<file path="src/hdl/slpr_pkg.sv">
// Package for the sprite line priority resolver: sizes, command codes,
// state codes and shared helpers. No dependencies.
package slpr_pkg;

  localparam int ObjectCount = 40;
  localparam int LineLimit   = 10;
  localparam int LineWidth   = 160;
  localparam int TileBytes   = 4096;
  localparam int ObjW        = 6;
  localparam int PosW        = 8;
  localparam int SelW        = 4;
  localparam int TileAddrW   = 12;
  localparam int OwnerW      = 1 + 8 + ObjW + 3;

  typedef enum logic [1:0] {
    CMD_WRITE_OBJ  = 2'd0,
    CMD_WRITE_TILE = 2'd1,
    CMD_START_LINE = 2'd2,
    CMD_READ_PIXEL = 2'd3
  } cmd_t;

  typedef enum logic [1:0] {
    REG_TALL = 2'd0,
    REG_PAL0 = 2'd1,
    REG_PAL1 = 2'd2
  } reg_idx_t;

  typedef enum logic [4:0] {
    ST_CLEAR, ST_IDLE, ST_WR_TILE, ST_LC_CLEAR, ST_SCAN_RD, ST_SCAN_CHK,
    ST_OBJ_RD, ST_OBJ_HDR, ST_PIX_OWN, ST_PIX_LO, ST_PIX_HI, ST_PIX_DEC,
    ST_OLD_LO, ST_OLD_HI, ST_OLD_DEC, ST_LINE_DONE, ST_RD_OWN, ST_RD_OBJ,
    ST_RD_LO, ST_RD_HI, ST_RD_OUT
  } state_t;

  typedef struct packed {
    logic           valid;
    logic [7:0]     xs;
    logic [ObjW-1:0] obj;
    logic [2:0]     px;
  } owner_t;

  // Tile byte address of the low plane for object entry e on line cur.
  function automatic logic [TileAddrW-1:0] tile_addr(input logic [31:0] e,
      input logic [7:0] cur, input logic tall);
    logic [7:0] row;
    logic [7:0] tile;
    logic [7:0] h1;
    tile = tall ? (e[23:16] & 8'hFE) : e[23:16];
    h1   = tall ? 8'd15 : 8'd7;
    row  = cur + 8'd16 - e[7:0];
    if (e[30]) row = h1 - row;
    tile_addr = TileAddrW'({tile, 4'b0000} + {3'b000, row, 1'b0});
  endfunction

  function automatic logic [1:0] pix_color(input logic [7:0] lo,
      input logic [7:0] hi, input logic xflip, input logic [2:0] px);
    logic [2:0] b;
    b = xflip ? px : 3'd7 - px;
    pix_color = {hi[b], lo[b]};
  endfunction

endpackage

</file>
<file path="src/hdl/slpr_regs.sv">
// Configuration register file for the sprite line resolver.
// Depends on slpr_pkg.
module slpr_regs (
  input  logic       clk,
  input  logic       rst,
  input  logic       cfg_valid,
  input  logic [1:0] cfg_index,
  input  logic [7:0] cfg_data,
  output logic       tall,
  output logic [7:0] pal0,
  output logic [7:0] pal1
);
  always_ff @(posedge clk) begin
    if (rst) begin
      tall <= 1'b0;
      pal0 <= '0;
      pal1 <= '0;
    end else if (cfg_valid) begin
      unique case (cfg_index)
        slpr_pkg::REG_TALL: tall <= cfg_data[0];
        slpr_pkg::REG_PAL0: pal0 <= cfg_data;
        slpr_pkg::REG_PAL1: pal1 <= cfg_data;
        default: ;
      endcase
    end
  end
endmodule

</file>
<file path="config.mk">
export PLATFORM = sky130hd
export DESIGN_NAME = slpr_regs
export DESIGN_NICKNAME = d
export VERILOG_FILES = /design/src/hdl/slpr_pkg.sv /design/src/hdl/slpr_regs.sv
export SDC_FILE = /design/constraint.sdc
export NUM_CORES = 1
export LEC_CHECK = 0
export BUFFER_PORTS_ARGS = -buffer_cell sky130_fd_sc_hd__buf_4
export CORE_MARGIN = 8
export CORE_UTILIZATION = 52
export CTS_BUF_LIST = sky130_fd_sc_hd__clkbuf_4 sky130_fd_sc_hd__clkbuf_8
export DETAILED_ROUTE_END_ITERATION = 12
export HOLD_SLACK_MARGIN = 0.1
export PLACE_DENSITY = 0.83
export SLEW_MARGIN = 15
export SYNTH_ARGS = -nofsm -noshare
export SYNTH_HDL_FRONTEND = slang
export SYNTH_SLANG_ARGS = --single-unit
</file>
<file path="constraint.sdc">
create_clock -name clk -period 1.85 [get_ports clk]
set_clock_uncertainty 0.2 [all_clocks]
set_input_delay 0.2775 -clock clk [delete_from_list [all_inputs] [get_ports clk]]
set_output_delay 0.2775 -clock clk [all_outputs]
set_load 0.005 [all_outputs]
</file>
After elaboration in Yosys (flattened, before gate mapping) --
Index checks and enable logic that the tools add are counted.
Word-level totals: register bits after elaboration 17, latch bits 0, RAM bits 0, ROM bits 0, word-level logic and storage cells 9, memories 0
Operators by class: $add $sub $neg 0, multipliers 0, divide/modulo/power cells 0, $lt $le $gt $ge 0, equality and inequality tests 2, shifts and indexed selects 0, muxes and demuxes 0, bitwise gates (word level) 0, reduce and logical (&&, ||, !) cells 4
Operators with widths (number):
- AND reduction 2 bit | 3
- == test 2 x 1 -> 1 bit (second input constant) | 1
- == test 2 bit (second input constant) | 1
- zero test 2 bit | 1

Logic depth before layout (Yosys ltp) --
depth in word-level cells 2, gate-level depth with buffers 3

Least setup slack after synthesis --
OpenSTA, ideal clock, no wires.
kind input to register, start input cfg_index[1], end register pal0[1], arrival time 0.712 ns, setup slack 0.814 ns, stages on the path 2, path buffers 0, cells stage by stage nand3b_2 -> mux2i_1
Between the ends: longest elaborated chain between the ends 2
Ends and longest elaborated chain:
- start: declaration | RTL line slpr_regs.sv:7 | input logic [1:0] cfg_index,
- == test 2 x 1 -> 1 bit | RTL line slpr_regs.sv:19 | unique case (cfg_index)
- AND reduction 2 bit (no line)
- end signal: assignment | RTL line slpr_regs.sv:21 | slpr_pkg::REG_PAL0: pal0 <= cfg_data;
- end: declaration | RTL line slpr_regs.sv:10 | output logic [7:0] pal0,
Every way passes these cells. A chain may end at the register's enable or synchronous reset.

Final worst setup path --
start input cfg_index[0], end register pal1[1]
Between the ends: longest elaborated chain between the ends 2
Ends and longest elaborated chain:
- == test 2 bit | RTL line slpr_regs.sv:19
- AND reduction 2 bit (no line)
- end signal: assignment | RTL line slpr_regs.sv:22 | slpr_pkg::REG_PAL1: pal1 <= cfg_data;
- end: declaration | RTL line slpr_regs.sv:11 | output logic [7:0] pal1
Every way passes these cells.

==> impl_metrics.sql <==
INSERT INTO impl_metrics (metric_group, metric, value, unit) VALUES
('outcome', 'run_status', 'complete, no violations', ''),
('timing', 'slew_headroom', '0.7541', ''),
('yosys', 'synth_async_sr_flop_share', '0', ''),
('floorplan', 'dieHeight', '53.49', 'um'),
('yosys', 'yosys.cell_count.top_type', 'sky130_fd_sc_hd__nand2b_1', ''),
('cells_and_area', 'drive_gt1_frac', '0.3302', ''),
('global_route', 'grt_pass1_wl', '2.877', 'mm'),
('global_route', 'grt_start_max_net_pins', '26', ''),
('clock_tree', 'post-cts-setup-buffer-count', '0', ''),
('floorplan', 'die-width', '53.49', 'um'),
('timing', 'max_freq', '612.8', 'MHz'),
('yosys', 'count_of_yosys_warnings_during_synthesis', '0', ''),
('setup_path', 'timing.critical_path.to_type', 'flop', ''),
('pwr', 'irDropWorstVdd', '0.0004412', 'V'),
('floorplan', 'floorplan.initialDensity', '0.5615', ''),
('route', 'viasPerCell', '4.802', ''),
('route', 'antenna_violating_nets_post_route', '0', ''),
('setup_path', 'start_kind', 'input port', ''),
('global_route', 'overflow', '0', ''),
('yosys', 'post_synth_edffs', '0', ''),
('placed_design', 'dp.final_hpwl', '1.258', 'mm'),
('setup_path', 'critPathLaunch', 'cfg_index[0]', ''),
('clock_tree', 'clk_latency', '0.28', 'ns'),
('timing', 'finalSetupTns', '0', 'ns'),
('yosys', 'mappedNetlistArea', '730.7', 'sq um'),
('floorplan', 'design.portCount', '30', ''),
('setup_path', 'critical_path.top_delay_family', 'buffers and inverters', ''),
('route', 'drt_iter0_drc', '14', ''),
('cells_and_area', 'n_antenna_cell', '0', ''),
('clock_tree', 'clock_sink_count', '17', ''),
('floorplan', 'core.rowCount', '13', ''),
('pwr', 'pwr_density_cell', '642.5', 'nW/um^2'),
('timing', 'hold-worst-slack', '0.1085', 'ns'),
('global_route', 'antenna_found_initial', '0', ''),
('yosys', 'synth_top_flop_cell', 'sky130_fd_sc_hd__dfxtp_1', ''),
('clock_tree', 'cts_tree', 'built', ''),
('timing', 'crit_path_time_final', '1.632', 'ns'),
('yosys', 'synth_seq_cells', '17', ''),
('clock_tree', 'root_buffer', 'sky130_fd_sc_hd__clkbuf_4', ''),
('setup_path', 'regToRegEndpoint', 'pal0[6]$_SDFFE_PP0P_', ''),
('pwr', 'p_int', '526.3', 'uW'),
('yosys', 'yosysSeqAreaShare', '0.4658', ''),
('clock_tree', 'htree_levels', '1', ''),
('pwr', 'total_leakage_power', '0.0005051', 'uW'),
('setup_path', 'crit_path_max_fanout', '6', ''),
('yosys', 'syn-mean-instance-area', '10.91', 'sq um'),
('setup_path', 'timing.rr.start', 'pal0[6]$_SDFFE_PP0P_', ''),
('yosys', 'netlist.area_leader.share', '0.4658', ''),
('timing', 'timing.final.crit_share', '0.8821', ''),
('setup_path', 'cpPeakStageDelay', '0.54', 'ns'),
('floorplan', 'die-area', '2861', 'sq um'),
('yosys', 'synth_common_cells', '25 x sky130_fd_sc_hd__nand2b_1, 17 x sky130_fd_sc_hd__dfxtp_1, 17 x sky130_fd_sc_hd__mux2i_1, 2 x sky130_fd_sc_hd__clkbuf_1', ''),
('worst_hold_path', 'holdCritStartpoint', 'cfg_data[0]', ''),
('pwr', 'switching_share', '0.2315', ''),
('timing', 'report.final.setup_viol', '0', ''),
('placed_design', 'i_o_buffers', '29', ''),
('cells_and_area', 'nets', '120', ''),
('global_route', 'track_usage', '0.1367', ''),
('clock_tree', 'cts_resized', '0', ''),
('route', 'via_total_after_detailed_routing', '581', ''),
('worst_hold_path', 'hold-path-cell-count', '3', ''),
('route', 'drt_wl_total', '1.754', 'mm'),
('yosys', 'total_nets_after_synthesis', '80', ''),
('clock_tree', 'cts.path.max_buffers', '2', ''),
('pwr', 'power.share.clock', '0.282', ''),
('setup_path', 'worst_r2r_path_cells', '2', ''),
('cells_and_area', 'post_synthesis_to_final_layout_area_growth', '45.89', '%'),
('clock_tree', 'cts_made_buffers', '3', ''),
('yosys', 'post_synth_inst_count', '67', ''),
('route', 'drt_first_pass_iters', '4', ''),
('yosys', 'ys_top_cells_by_area', 'sky130_fd_sc_hd__dfxtp_1 47%, sky130_fd_sc_hd__mux2i_1 23%, sky130_fd_sc_hd__nand2b_1 21%', '');
-- final cells by class --
| type | instances | area [sq um] |
|---|---|---|
| fill | 81 | 235.2 |
| timing repair buffer | 38 | 307.8 |
| multi-input combinational | 47 | 371.6 |
| sequential | 17 | 340.3 |
| clock buffer | 3 | 22.52 |
| clock inverter | 1 | 5.005 |
| tap | 15 | 18.77 |
-- layout by cell type, fill, tap and decap left out --
master,instances
sky130_fd_sc_hd__and3b_1,1
sky130_fd_sc_hd__and3b_2,1
sky130_fd_sc_hd__buf_4,29
sky130_fd_sc_hd__clkbuf_4,3
sky130_fd_sc_hd__clkinv_2,1
sky130_fd_sc_hd__dfxtp_1,17
sky130_fd_sc_hd__dlygate4sd3_1,9
sky130_fd_sc_hd__mux2i_1,17
sky130_fd_sc_hd__nand2b_1,25
sky130_fd_sc_hd__nand3b_1,1
sky130_fd_sc_hd__nand3b_2,1
sky130_fd_sc_hd__nor3b_1,1
-- routing by layer --
metal / track usage / vias to the layer above / wire length (um)
met3: 0.03361 / 2 / 100
met1: 0.1492 / 261 / 765
li1: - / 301 / -
met4: 0.07983 / 0 / 19
met5: 0 / - / 0
met2: 0.2324 / 17 / 868
-- worst register-to-register path, cell delays in order, from the launching register on --
cell,delay (ns)
sky130_fd_sc_hd__dfxtp_1,0.35
sky130_fd_sc_hd__nand2b_1,0.07
sky130_fd_sc_hd__mux2i_1,0.14
-- through the flow --
step / cells / area (sq um) / total power (uW) / setup slack [ns] / util
finish: 121 / 1066 / 684.9 / 0.2181 / 0.8192
global route: 121 / 1066 / 716.7 / 0.1657 / 0.8192
CTS: 121 / 1066 / 696.4 / 0.2335 / 0.8192
detailed placement: 108 / 948.4 / 484.8 / 0.4644 / 0.7288
global placement: 108 / 948.4 / 482.0 / 0.5442 / 0.7288
floorplan: 67 / 730.7 / 436.5 / 0.8136 / -
-- how the worst max path moves through the flow --
| stage | endpoint | slack, ns | depth (start not counted) |
|---|---|---|---|
| global route | pal1[1]$_SDFFE_PP0P_ | 0.17 | 4 |
| finish | pal1[1]$_SDFFE_PP0P_ | 0.22 | 4 |
| floorplan | pal0[1]$_SDFFE_PP0P_ | 0.81 | 2 |
| detailed placement | pal1[1]$_SDFFE_PP0P_ | 0.46 | 3 |
| CTS | pal1[1]$_SDFFE_PP0P_ | 0.23 | 4 |
| global placement | pal1[1]$_SDFFE_PP0P_ | 0.54 | 3 |
-- registers in the layout, indices dropped and copies added, names as in the netlist --
name  count
pal0      8
pal1      8
tall      1
-- cells by family after synthesis --
logic type / after synthesis / synth area share
flops: 17 / 0.4658
buf+inv: 3 / 0.02569
simple gates: 30 / 0.2757
mux: 17 / 0.2329
-- power by group through the flow --
stage | Sequential (uW) | Clock, uW | Combinational (uW)
CTS | 386 | 205 | 106
detailed placement | 394 | 0 | 90.7
global route | 388 | 214 | 115
global placement | 393 | 0 | 88.6
floorplan | 395 | 0 | 41.9
finish | 386 | 193 | 106
No activity file was read; power rests on OpenSTA's default activity.
