[config.mk]
export PLATFORM = sky130hd
export DESIGN_NAME = slpr_ram
export DESIGN_NICKNAME = d
export VERILOG_FILES = /design/src/hdl/slpr_ram.sv
export SDC_FILE = /design/constraint.sdc
export NUM_CORES = 1
export LEC_CHECK = 0
export ABC_CLOCK_PERIOD_IN_PS = 2300
export BUFFER_PORTS_ARGS = -buffer_cell sky130_fd_sc_hd__buf_2
export CAP_MARGIN = 20
export CORE_ASPECT_RATIO = 1.75
export CORE_MARGIN = 5
export CORE_UTILIZATION = 60
export CTS_CLUSTER_DIAMETER = 60
export DETAILED_ROUTE_END_ITERATION = 16
export PLACE_DENSITY_LB_ADDON = 0.15
export REMOVE_ABC_BUFFERS = 1
export SYNTH_ARGS = -nofsm -noshare
export SYNTH_HDL_FRONTEND = slang
export SYNTH_SLANG_ARGS = --single-unit
[constraint.sdc]
create_clock -name clk -period 2.3 [get_ports clk]
set_input_delay 0.23 -clock clk [delete_from_list [all_inputs] [get_ports clk]]
set_output_delay 0.23 -clock clk [all_outputs]
set_load 0.005 [all_outputs]
[src/hdl/slpr_ram.sv]
// Generic single-port RAM with registered read, one write port.
// No dependencies.
module slpr_ram #(
  parameter int Width = 8,
  parameter int Depth = 16
) (
  input  logic                     clk,
  input  logic                     we,
  input  logic [$clog2(Depth)-1:0] addr,
  input  logic [Width-1:0]         wdata,
  output logic [Width-1:0]         rdata
);
  logic [Width-1:0] mem [Depth];

  always_ff @(posedge clk) begin
    if (we) mem[addr] <= wdata;
    rdata <= mem[addr];
  end
endmodule

==> Word-level counts from Yosys, hierarchy flattened <==
Memories as Yosys holds them, arrays and structs flattened. A register that Yosys moved wholly into a read port is not among the register bits.
Cells that the tools add are included.
{ "op_classes": {"n_mux": 2} }
{ "ops": {"columns": ["cell", "count"], "rows": [
  ["two-way mux 1 bit", 2]
]} }
{ "totals": {"ff_bits": 0, "ram_bits": 128, "in_bits": 14, "out_inout_bits": 8, "elab_cells": 3, "n_memories": 1} }
{ "mem_list": {"columns": ["name", "words", "word_bits", "read_ports", "rd_ports_with_merged_regs", "wr", "line", "source"], "rows": [
  ["mem", 16, 8, 1, 1, 1, "13", "logic [Width-1:0] mem [Depth];"]
]} }

==> Logic depth before layout (Yosys ltp) <==
Gate-level depths: netlist of the first run.
{ "logic_depth": {"ltp_word": 2, "depth_mapped": 5} }

==> Least setup slack after synthesis of the first run <==
Ideal clock, no wire load.
{ "synth_timing": {"path_type": "input port to flip-flop", "start": "input addr[2]", "end": "memory mem[0][0] (enable)", "arrival_time_ns": 1.340, "slack_ns": 0.577, "stages": 2, "n_path_buf": 0, "path_cell_list": "or3b_2 > nor3_1"} }
{ "synth_rtl": {"columns": ["item", "line", "source"], "rows": [
  ["from (decl)", "9", "input logic [$clog2(Depth)-1:0] addr,"],
  ["to (decl)", "13", null]
]} }
Straight into the memory's write port.

==> Worst setup path in the final report of the first run <==
{ "layout_timing": {"start": "input addr[1]", "end": "memory mem[9][0] (enable)"} }
Straight into the memory's write port.

==> impl_metrics.yaml, run 1 <==
clock_network:
  cts_tree: "done"
  htreeDepth: 4
  holdBufCountCts: 0
  cts.path.max_buffers: 2
  cts.sinks: 136
  clock_latency_ps: 410
  clk_pin_slew_ps: 50
  postCtsSetupRepairBufs: 0
  clockRootBuffer: "clkbuf_16"
  cts_buffers: 17
  cts_resized: 0
final_layout:
  n_antenna_cell: 0
  drive_gt1_share_pct: 35.52
  seq_area_mm2: 0.004004
  fill_cells: 462
  multi_input_area_mm2: 0.001003
  final_nets: 291
  layout_commonest_cell: "edfxtp_1"
  area_delta_synth_final_pct: 19.28
  final_core_util_pct: 73.20
  final_cell_mix: "edfxtp_1 (128), mux4_2 (32), buf_2 (21), buf_4 (18), clkbuf_16 (17)"
die:
  dieArea_mm2: 0.01046
  ios: 22
  initial_utilization_pct: 61.36
  core_area_mm2: 0.008258
  die_width_um: 79.47
  die-height_um: 131.6
  num_rows: 44
detailed_routing:
  vias: 2386
  antenna_left: 0
  drt_iter0_markers: 148
  dr.pass1.iters: 4
  viasPerCell: 6.246
  drcViolationCount: 0
  wl_per_cell_um: 25.54
  finalWirelength_mm: 9.757
critical_path:
  cp-end-kind: "flip-flop"
  arrival_ps: 1430
  reg2reg_slack_ps: 970
  critPathMaxFanout: 15
  startpoint_type: "input pin"
  cp.required_ps: 2330
  critical_path_class: "input pin to flip-flop"
yosys:
  ys_types: 18
  avgSynthCellArea_um2: 22.03
  ys_seq_area_share_pct: 79.01
  synthCells: 230
  synth_area_leaders: "edfxtp_1 (76%), mux4_2 (14%), dfxtp_1 (3.2%), a22oi_1 (2.4%), nor2_1 (0.96%)"
  synth_top_cell_area_share_pct: 75.85
  syn_area_mm2: 0.005067
  yosys_warnings: 0
  yosys_register_bits: 136
  synth_top_cell_by_area: "edfxtp_1"
place:
  hpwl_mm: 6.211
  io_buffers: 21
  pre_cts_slack_ps: 449.4
  gp_congestion: 0.7508
pwr:
  p_leak_nw: 2.038
  p_per_area_mw_per_mm2: 1015
  peakVddDrop_mv: 0.9027
flow_run:
  drv_cap: 0
global_route:
  grt_antenna_before_repair: 0
  grt_overflow: 0
  grt_pass1_wl_mm: 15.12
  grt_pass1_vias: 2640
  grtUsageTotal_pct: 20.64
  grt_max_degree: 26
sta:
  tns_ps: 0
  fin_crit_sh_pct: 61.04
  final_max_slew_viol_count: 0
  tightest_slew_ps: 895.7
  fmax_mhz: 712.3
  fin_crit_ps: 1404
  skew_ps: 6.996
  setup_viol: 0
  hold_violations: 0
  worst_slew_margin_rel_pct: 40.07
  rsz0062_at_grt: "false"
  layout_setup_ws_ps: 896.0
  holdWs_ps: 211.1
status:
  status: "finished, final reports clean"
worst_hold_path:
  hp-class: "input pin to flip-flop"
==> worst max-delay path: stages <==
cell      delay, ps
buf_2           220
nand2b_1        270
nor2_1          710
==> routing by layer <==
layer  vias up  global-route usage, %  wire length (µm)
met5         -                      0                 0
met4         0                  7.361               123
li1       1055                      -                 -
met2        84                  34.84              5447
met1      1239                  25.17              3689
met3         8                  5.822               496
==> flip-flops by register name, summed over array words and instances (netlist names) <==
signal  cells
mem       128
rdata       8
==> cell type report <==
class | count | share of cell area [%]
multi-input combinational | 83 | 16.60
clock buffer | 18 | 7.100
timing repair buffer | 39 | 3.974
clock inverter | 14 | 4.181
tap | 92 | 1.904
sequential | 136 | 66.24
==> cell families (layout without fill, tap and decap cells) <==
| group | Yosys count | after routing | synth area share (%) |
|---|---|---|---|
| AO/OA/AOI/OAI | 16 | 16 | 2.370 |
| buffers and inverters | 11 | 71 | 1.185 |
| flip-flops | 136 | 136 | 79.01 |
| multiplexers | 32 | 32 | 14.22 |
| AND/OR/NAND/NOR | 35 | 35 | 3.210 |
==> cell usage after synthesis <==
cell type,count
edfxtp_1,128
mux4_2,32
a22oi_1,16
nor2_1,13
nand2_1,9
dfxtp_1,8
buf_1,4
nor3_1,4
buf_2,2
buf_6,2
clkbuf_1,2
nand2b_1,2
nand3b_1,2
nor2b_1,2
and2_1,1
clkbuf_2,1
nand3_1,1
or3b_2,1
==> metrics by stage <==
step	area (µm²)	power (mW)	instances
global placement	5363	3.081	350
floorplan	5007	2.950	219
detailed placement	5363	3.090	350
global route	6045	6.291	382
finish	6045	6.135	382
CTS	6045	6.169	382
==> final timing paths <==
| check | depth (start not counted) | endpoint | startpoint |
|---|---|---|---|
| setup reg to reg | 3 | rdata[6]$_DFF_P_ | mem[3][6]$_DFFE_PP_ |
| hold / removal | 1 | mem[6][2]$_DFFE_PP_ | wdata[2] |
| setup / recovery | 3 | mem[9][0]$_DFFE_PP_ | addr[1] |
| hold reg to reg | 3 | rdata[1]$_DFF_P_ | mem[14][1]$_DFFE_PP_ |
==> report_power, final <==
part / internal [mW] / total (mW) / switching [mW]
clock: 2.13 / 3.10 / 0.964
combinational: 0.107 / 0.252 / 0.145
sequential: 2.77 / 2.79 / 0.0152
Power figures use the tool's default switching activity.
==> inputs of run 2 (changes only) <==
- ABC_CLOCK_PERIOD_IN_PS: 2300 -> 1300
- clock period: 2.3 -> 1.3 ns (I/O delays scaled with it)
==> run 2 against run 1 <==
  * Via count increased by 1.2%
  * Core utilization increased by 1.6 points
  * Critical path depth unchanged
  * Cell count increased by 3.4%
  * Sequential power increased by 77%
  * Clock-buffer cell count increased by 6
  * Sequential share of layout area decreased by 1.4 points
  * Worst setup slack got worse by 860 ps
  * Final area increased by 2.2%
  * Hold slack got worse by 99 ps
  * First-iteration DRC count increased by 29%
  * Critical endpoint is now rdata[4]$_DFF_P_
  * Largest power group unchanged
==> impl_metrics.yaml, run 2 (same netlist as run 1, synthesis figures left out) <==
detailed_routing:
  top_layer: "met4"
  wl_met3_um: 380
  wl_met1_mm: 3.518
  viasPerCell: 6.114
  finalWirelength_mm: 9.224
  vias: 2415
  drcViolationCount: 0
  dr.pass1.iters: 4
  antenna_left: 0
  wl_per_cell_um: 23.35
  route.met2.wl_mm: 5.197
  drt_iter0_markers: 191
worst_hold_path:
  hold_start: "wdata[6]"
  hp-class: "input pin to flip-flop"
die:
  ios: 22
  die-height_um: 131.6
  die_width_um: 79.47
  num_rows: 44
  initial_utilization_pct: 61.36
  dieArea_mm2: 0.01046
  core_area_mm2: 0.008258
final_layout:
  seq_area_mm2: 0.004004
  area_delta_synth_final_pct: 21.90
  final_area_mm2: 0.006177
  multi_input_area_mm2: 0.001028
  largestRegisters: "mem (128), rdata (8)"
  fill_cells: 474
  regMostFlops: "mem"
  n_antenna_cell: 0
  final_cell_mix: "edfxtp_1 (128), mux4_2 (32), buf_4 (27), buf_2 (21), clkbuf_16 (17)"
  final_nets: 304
  final_core_util_pct: 74.80
  layout_commonest_cell: "edfxtp_1"
  largest_register_ffs: 128
  drive_gt1_share_pct: 39.60
critical_path:
  startpoint_type: "flip-flop"
  slowest_delay_ps: 470
  critPathMaxFanout: 1
  arrival_ps: 1550
  slowest_stage: "mux4_2"
  critical_path_class: "flip-flop to flip-flop"
  crit_start: "mem[11][4]$_DFFE_PP_"
  crit_chain: "mux4_2 -> a22oi_1 -> nand2_1"
  worstReg2RegStart: "mem[11][4]$_DFFE_PP_"
  cp-end-kind: "flip-flop"
  cp.required_ps: 1580
place:
  gp_congestion: 0.7689
  pre_cts_slack_ps: -242.0
  hpwl_mm: 6.329
  postPlaceCellArea_mm2: 0.005510
  io_buffers: 21
global_route:
  grt_pass1_wl_mm: 14.48
  grtUsageTotal_pct: 19.76
  grt_pass1_vias: 2594
  grt_overflow: 0
  grt_max_degree: 20
  grt_antenna_before_repair: 0
sta:
  hold_violations: 0
  fmax_mhz: 788.6
  worst_slew_margin_rel_pct: 42.61
  tightest_slew_ps: 859.2
  fin_crit_ps: 1268
  rsz0062_at_grt: "true"
  final_max_slew_viol_count: 0
  skew_ps: 7.677
  fin_crit_sh_pct: 97.54
  tns_ps: 0
  setup_viol: 0
  layout_setup_ws_ps: 31.99
clock_network:
  cts.path.max_buffers: 2
  htreeDepth: 4
  postCtsSetupRepairBufs: 0
  clock_latency_ps: 410
  cts_buffers: 17
  cts_tree: "done"
  clk_pin_slew_ps: 50
  cts.sinks: 136
  clockRootBuffer: "clkbuf_16"
flow_run:
  drv_cap: 0
pwr:
  p_per_area_mw_per_mm2: 1695
  peakVddDrop_mv: 1.551
  p_leak_nw: 2.119
status:
  status: "finished, final reports clean"
==> run 2: worst max-delay path: cells and delay by family (launching register included) <==
family	cells	cell delay, ps
muxes	1	470
DFF	1	360
AOI/OAI and AO/OA	1	210
and+or+nand+nor	1	100
==> run 2: worst paths after layout <==
| check | end | cells after the start | slack, ps |
|---|---|---|---|
| setup reg to reg | rdata[4]$_DFF_P_ | 3 | 30 |
| hold reg to reg | rdata[0]$_DFF_P_ | 3 | 670 |
| setup / recovery | rdata[4]$_DFF_P_ | 3 | 30 |
| hold / removal | mem[12][6]$_DFFE_PP_ | 1 | 110 |
==> run 2: report_power, final <==
part	internal, mW	switching [mW]	total, mW
Sequential	4.91	0.0272	4.93
Clock	3.45	1.60	5.05
Combinational	0.225	0.260	0.485
==> run 2: layout make-up <==
class / count / share of cell area (%)
repair buffers: 52 / 6.279
well taps: 92 / 1.863
clock buffers: 24 / 8.122
flip-flops and latches: 136 / 64.82
clock inverters: 8 / 2.269
multi-input cells: 83 / 16.65
==> run 2: per-layer routing <==
layer	vias to the layer above	GRT usage (%)
li1	1083	-
met1	1244	23.42
met2	71	33.40
met3	17	6.301
met4	0	7.266
met5	-	0
==> run 2: repair_timing <==
item / 4_1_cts / 5_1_grt
resized for setup: 2 / 3
setup endpoints to repair: 2 / 7
cloned: 0 / 0
pin swaps: 0 / 4
hold buffers: 0 / 0
==> run 2: stage by stage <==
stage | power (mW) | instances | hold slack, ps
floorplan | 5.219 | 219 | 228.9
global placement | 5.480 | 363 | 498.4
detailed placement | 5.501 | 363 | 518.9
CTS | 10.58 | 395 | 83.40
global route | 10.79 | 395 | 96.11
finish | 10.47 | 395 | 111.8
==> inputs of run 3 (changes only) <==
- PLACE_DENSITY: default -> 0.78
- PLACE_DENSITY_LB_ADDON: 0.15 -> default
==> run 3 against run 2 <==
  * Die area did not move
  * Combinational power rose by 4%
  * Fmax fell by 1.5%
  * Total power rose by 3.7%
  * Critical path depth did not move
==> impl_metrics.yaml, run 3 (same netlist as run 1, synthesis figures left out) <==
critical_path:
  cp.required_ps: 1590
  critPathMaxFanout: 1
  critical_path_class: "flip-flop to flip-flop"
  cp-end-kind: "flip-flop"
  arrival_ps: 1580
  startpoint_type: "flip-flop"
global_route:
  grt_max_degree: 19
  grt_overflow: 0
  grt_pass1_vias: 2647
  grtUsageTotal_pct: 20.91
  grtUsageMet3_pct: 5.685
  grt_pass1_wl_mm: 15.31
  met1_usage_pct: 24.90
  met2_usage_pct: 35.44
  grt_antenna_before_repair: 0
  grt_busiest_layer: "met2"
final_layout:
  largestRegisters: "mem (128), rdata (8)"
  layout_commonest_cell: "edfxtp_1"
  drive_gt1_share_pct: 41.42
  area_delta_synth_final_pct: 23.60
  largest_register_ffs: 128
  n_antenna_cell: 0
  final_nets: 310
  final_cell_mix: "edfxtp_1 (128), buf_4 (33), mux4_2 (32), buf_2 (21), clkbuf_16 (17)"
  final_core_util_pct: 75.85
  regMostFlops: "mem"
clock_network:
  cts.path.max_buffers: 2
  cts_buffers: 17
  holdBufCountCts: 0
  clock_latency_ps: 420
  clk_pin_slew_ps: 60
  cts.sinks: 136
  htreeDepth: 4
  clockRootBuffer: "clkbuf_16"
  postCtsSetupRepairBufs: 0
  cts_tree: "done"
detailed_routing:
  drt_iter0_markers: 222
  antenna_left: 0
  finalWirelength_mm: 9.728
  viasPerCell: 6.092
  wl_per_cell_um: 24.26
  dr.pass1.iters: 4
  drcViolationCount: 0
  vias: 2443
status:
  status: "finished, final reports clean"
sta:
  skew_ps: 18.29
  worst_slew_margin_rel_pct: 40.20
  final_max_slew_viol_count: 0
  tns_ps: 0
  fin_crit_ps: 1288
  tightest_slew_ps: 895.1
  rsz0062_at_grt: "true"
  fmax_mhz: 776.5
  hold_violations: 0
  setup_viol: 0
  fin_crit_sh_pct: 99.07
die:
  core_area_mm2: 0.008258
  ios: 22
  initial_utilization_pct: 61.36
  die_width_um: 79.47
  num_rows: 44
  die-height_um: 131.6
  dieArea_mm2: 0.01046
place:
  hpwl_mm: 6.316
  io_buffers: 21
  gp_congestion: 0.7919
pwr:
  p_total_mw: 10.86
  p_per_area_mw_per_mm2: 1734
  p_leak_nw: 2.165
  peakVddDrop_mv: 1.430
worst_hold_path:
  hp-class: "input pin to flip-flop"
flow_run:
  drv_cap: 0
==> run 3: changes by cell type in the layout (fill, tap and decap cells not counted), sizes merged <==
cell	change
inv	+1
clkinv	+1
clkbuf	-4
buf	+6
bufinv	+2
==> run 3: final timing paths <==
check	from	to	slack [ps]	cells after the start
max	mem[3][4]$_DFFE_PP_	rdata[4]$_DFF_P_	10	3
min	wdata[2]	mem[12][2]$_DFFE_PP_	90	1
max reg2reg	mem[3][4]$_DFFE_PP_	rdata[4]$_DFF_P_	10	3
min reg2reg	mem[14][3]$_DFFE_PP_	rdata[3]$_DFF_P_	670	3
==> run 3: final cells by class <==
class	instances	area, µm²
Clock buffer	20	456.7
Tap cell	92	115.1
Timing Repair Buffer	58	432.9
Sequential cell	136	4004
Clock inverter	12	221.5
Fill cell	440	1994
Multi-Input combinational cell	83	1033
==> run 3: through the flow <==
stage | std cells | hold slack [ps] | worst slack [ps] | cell area (µm²)
2_1_floorplan | 219 | 228.9 | -322.9 | 5007
3_3_place_gp | 369 | 499.0 | -311.3 | 5555
3_5_place_dp | 369 | 507.0 | -346.5 | 5555
4_1_cts | 401 | 79.51 | 3.674 | 6259
5_1_grt | 401 | 97.79 | -31.81 | 6264
6_report | 401 | 85.06 | 12.09 | 6264
==> run 3: routing by layer <==
| metal | vias up | share of wire [%] |
|---|---|---|
| met4 | 0 | 1.4 |
| met2 | 74 | 58 |
| met1 | 1268 | 37 |
| met3 | 8 | 3.7 |
| li1 | 1093 | - |
| met5 | - | 0 |
==> run 3: what timing repair did <==
item / in CTS / in global routing
endpoints found under the setup margin: 5 / 8
gates resized for setup: 5 / 1
pin swaps: 1 / 4
hold endpoints to repair: 0 / 0
==> run 3: power breakdown <==
group          internal, mW  switching (mW)  total, mW  leakage, nW
Combinational         0.235           0.267      0.502        0.607
Sequential             4.90          0.0278       4.93         1.22
Clock                  3.70            1.73       5.43        0.334
Total                  8.84            2.02       10.9         2.16
==> run 3: worst max-delay path, stage by stage, from the launching register on <==
cell	delay [ps]
edfxtp_1	380
mux4_2	490
a22oi_2	210
nand2_1	90
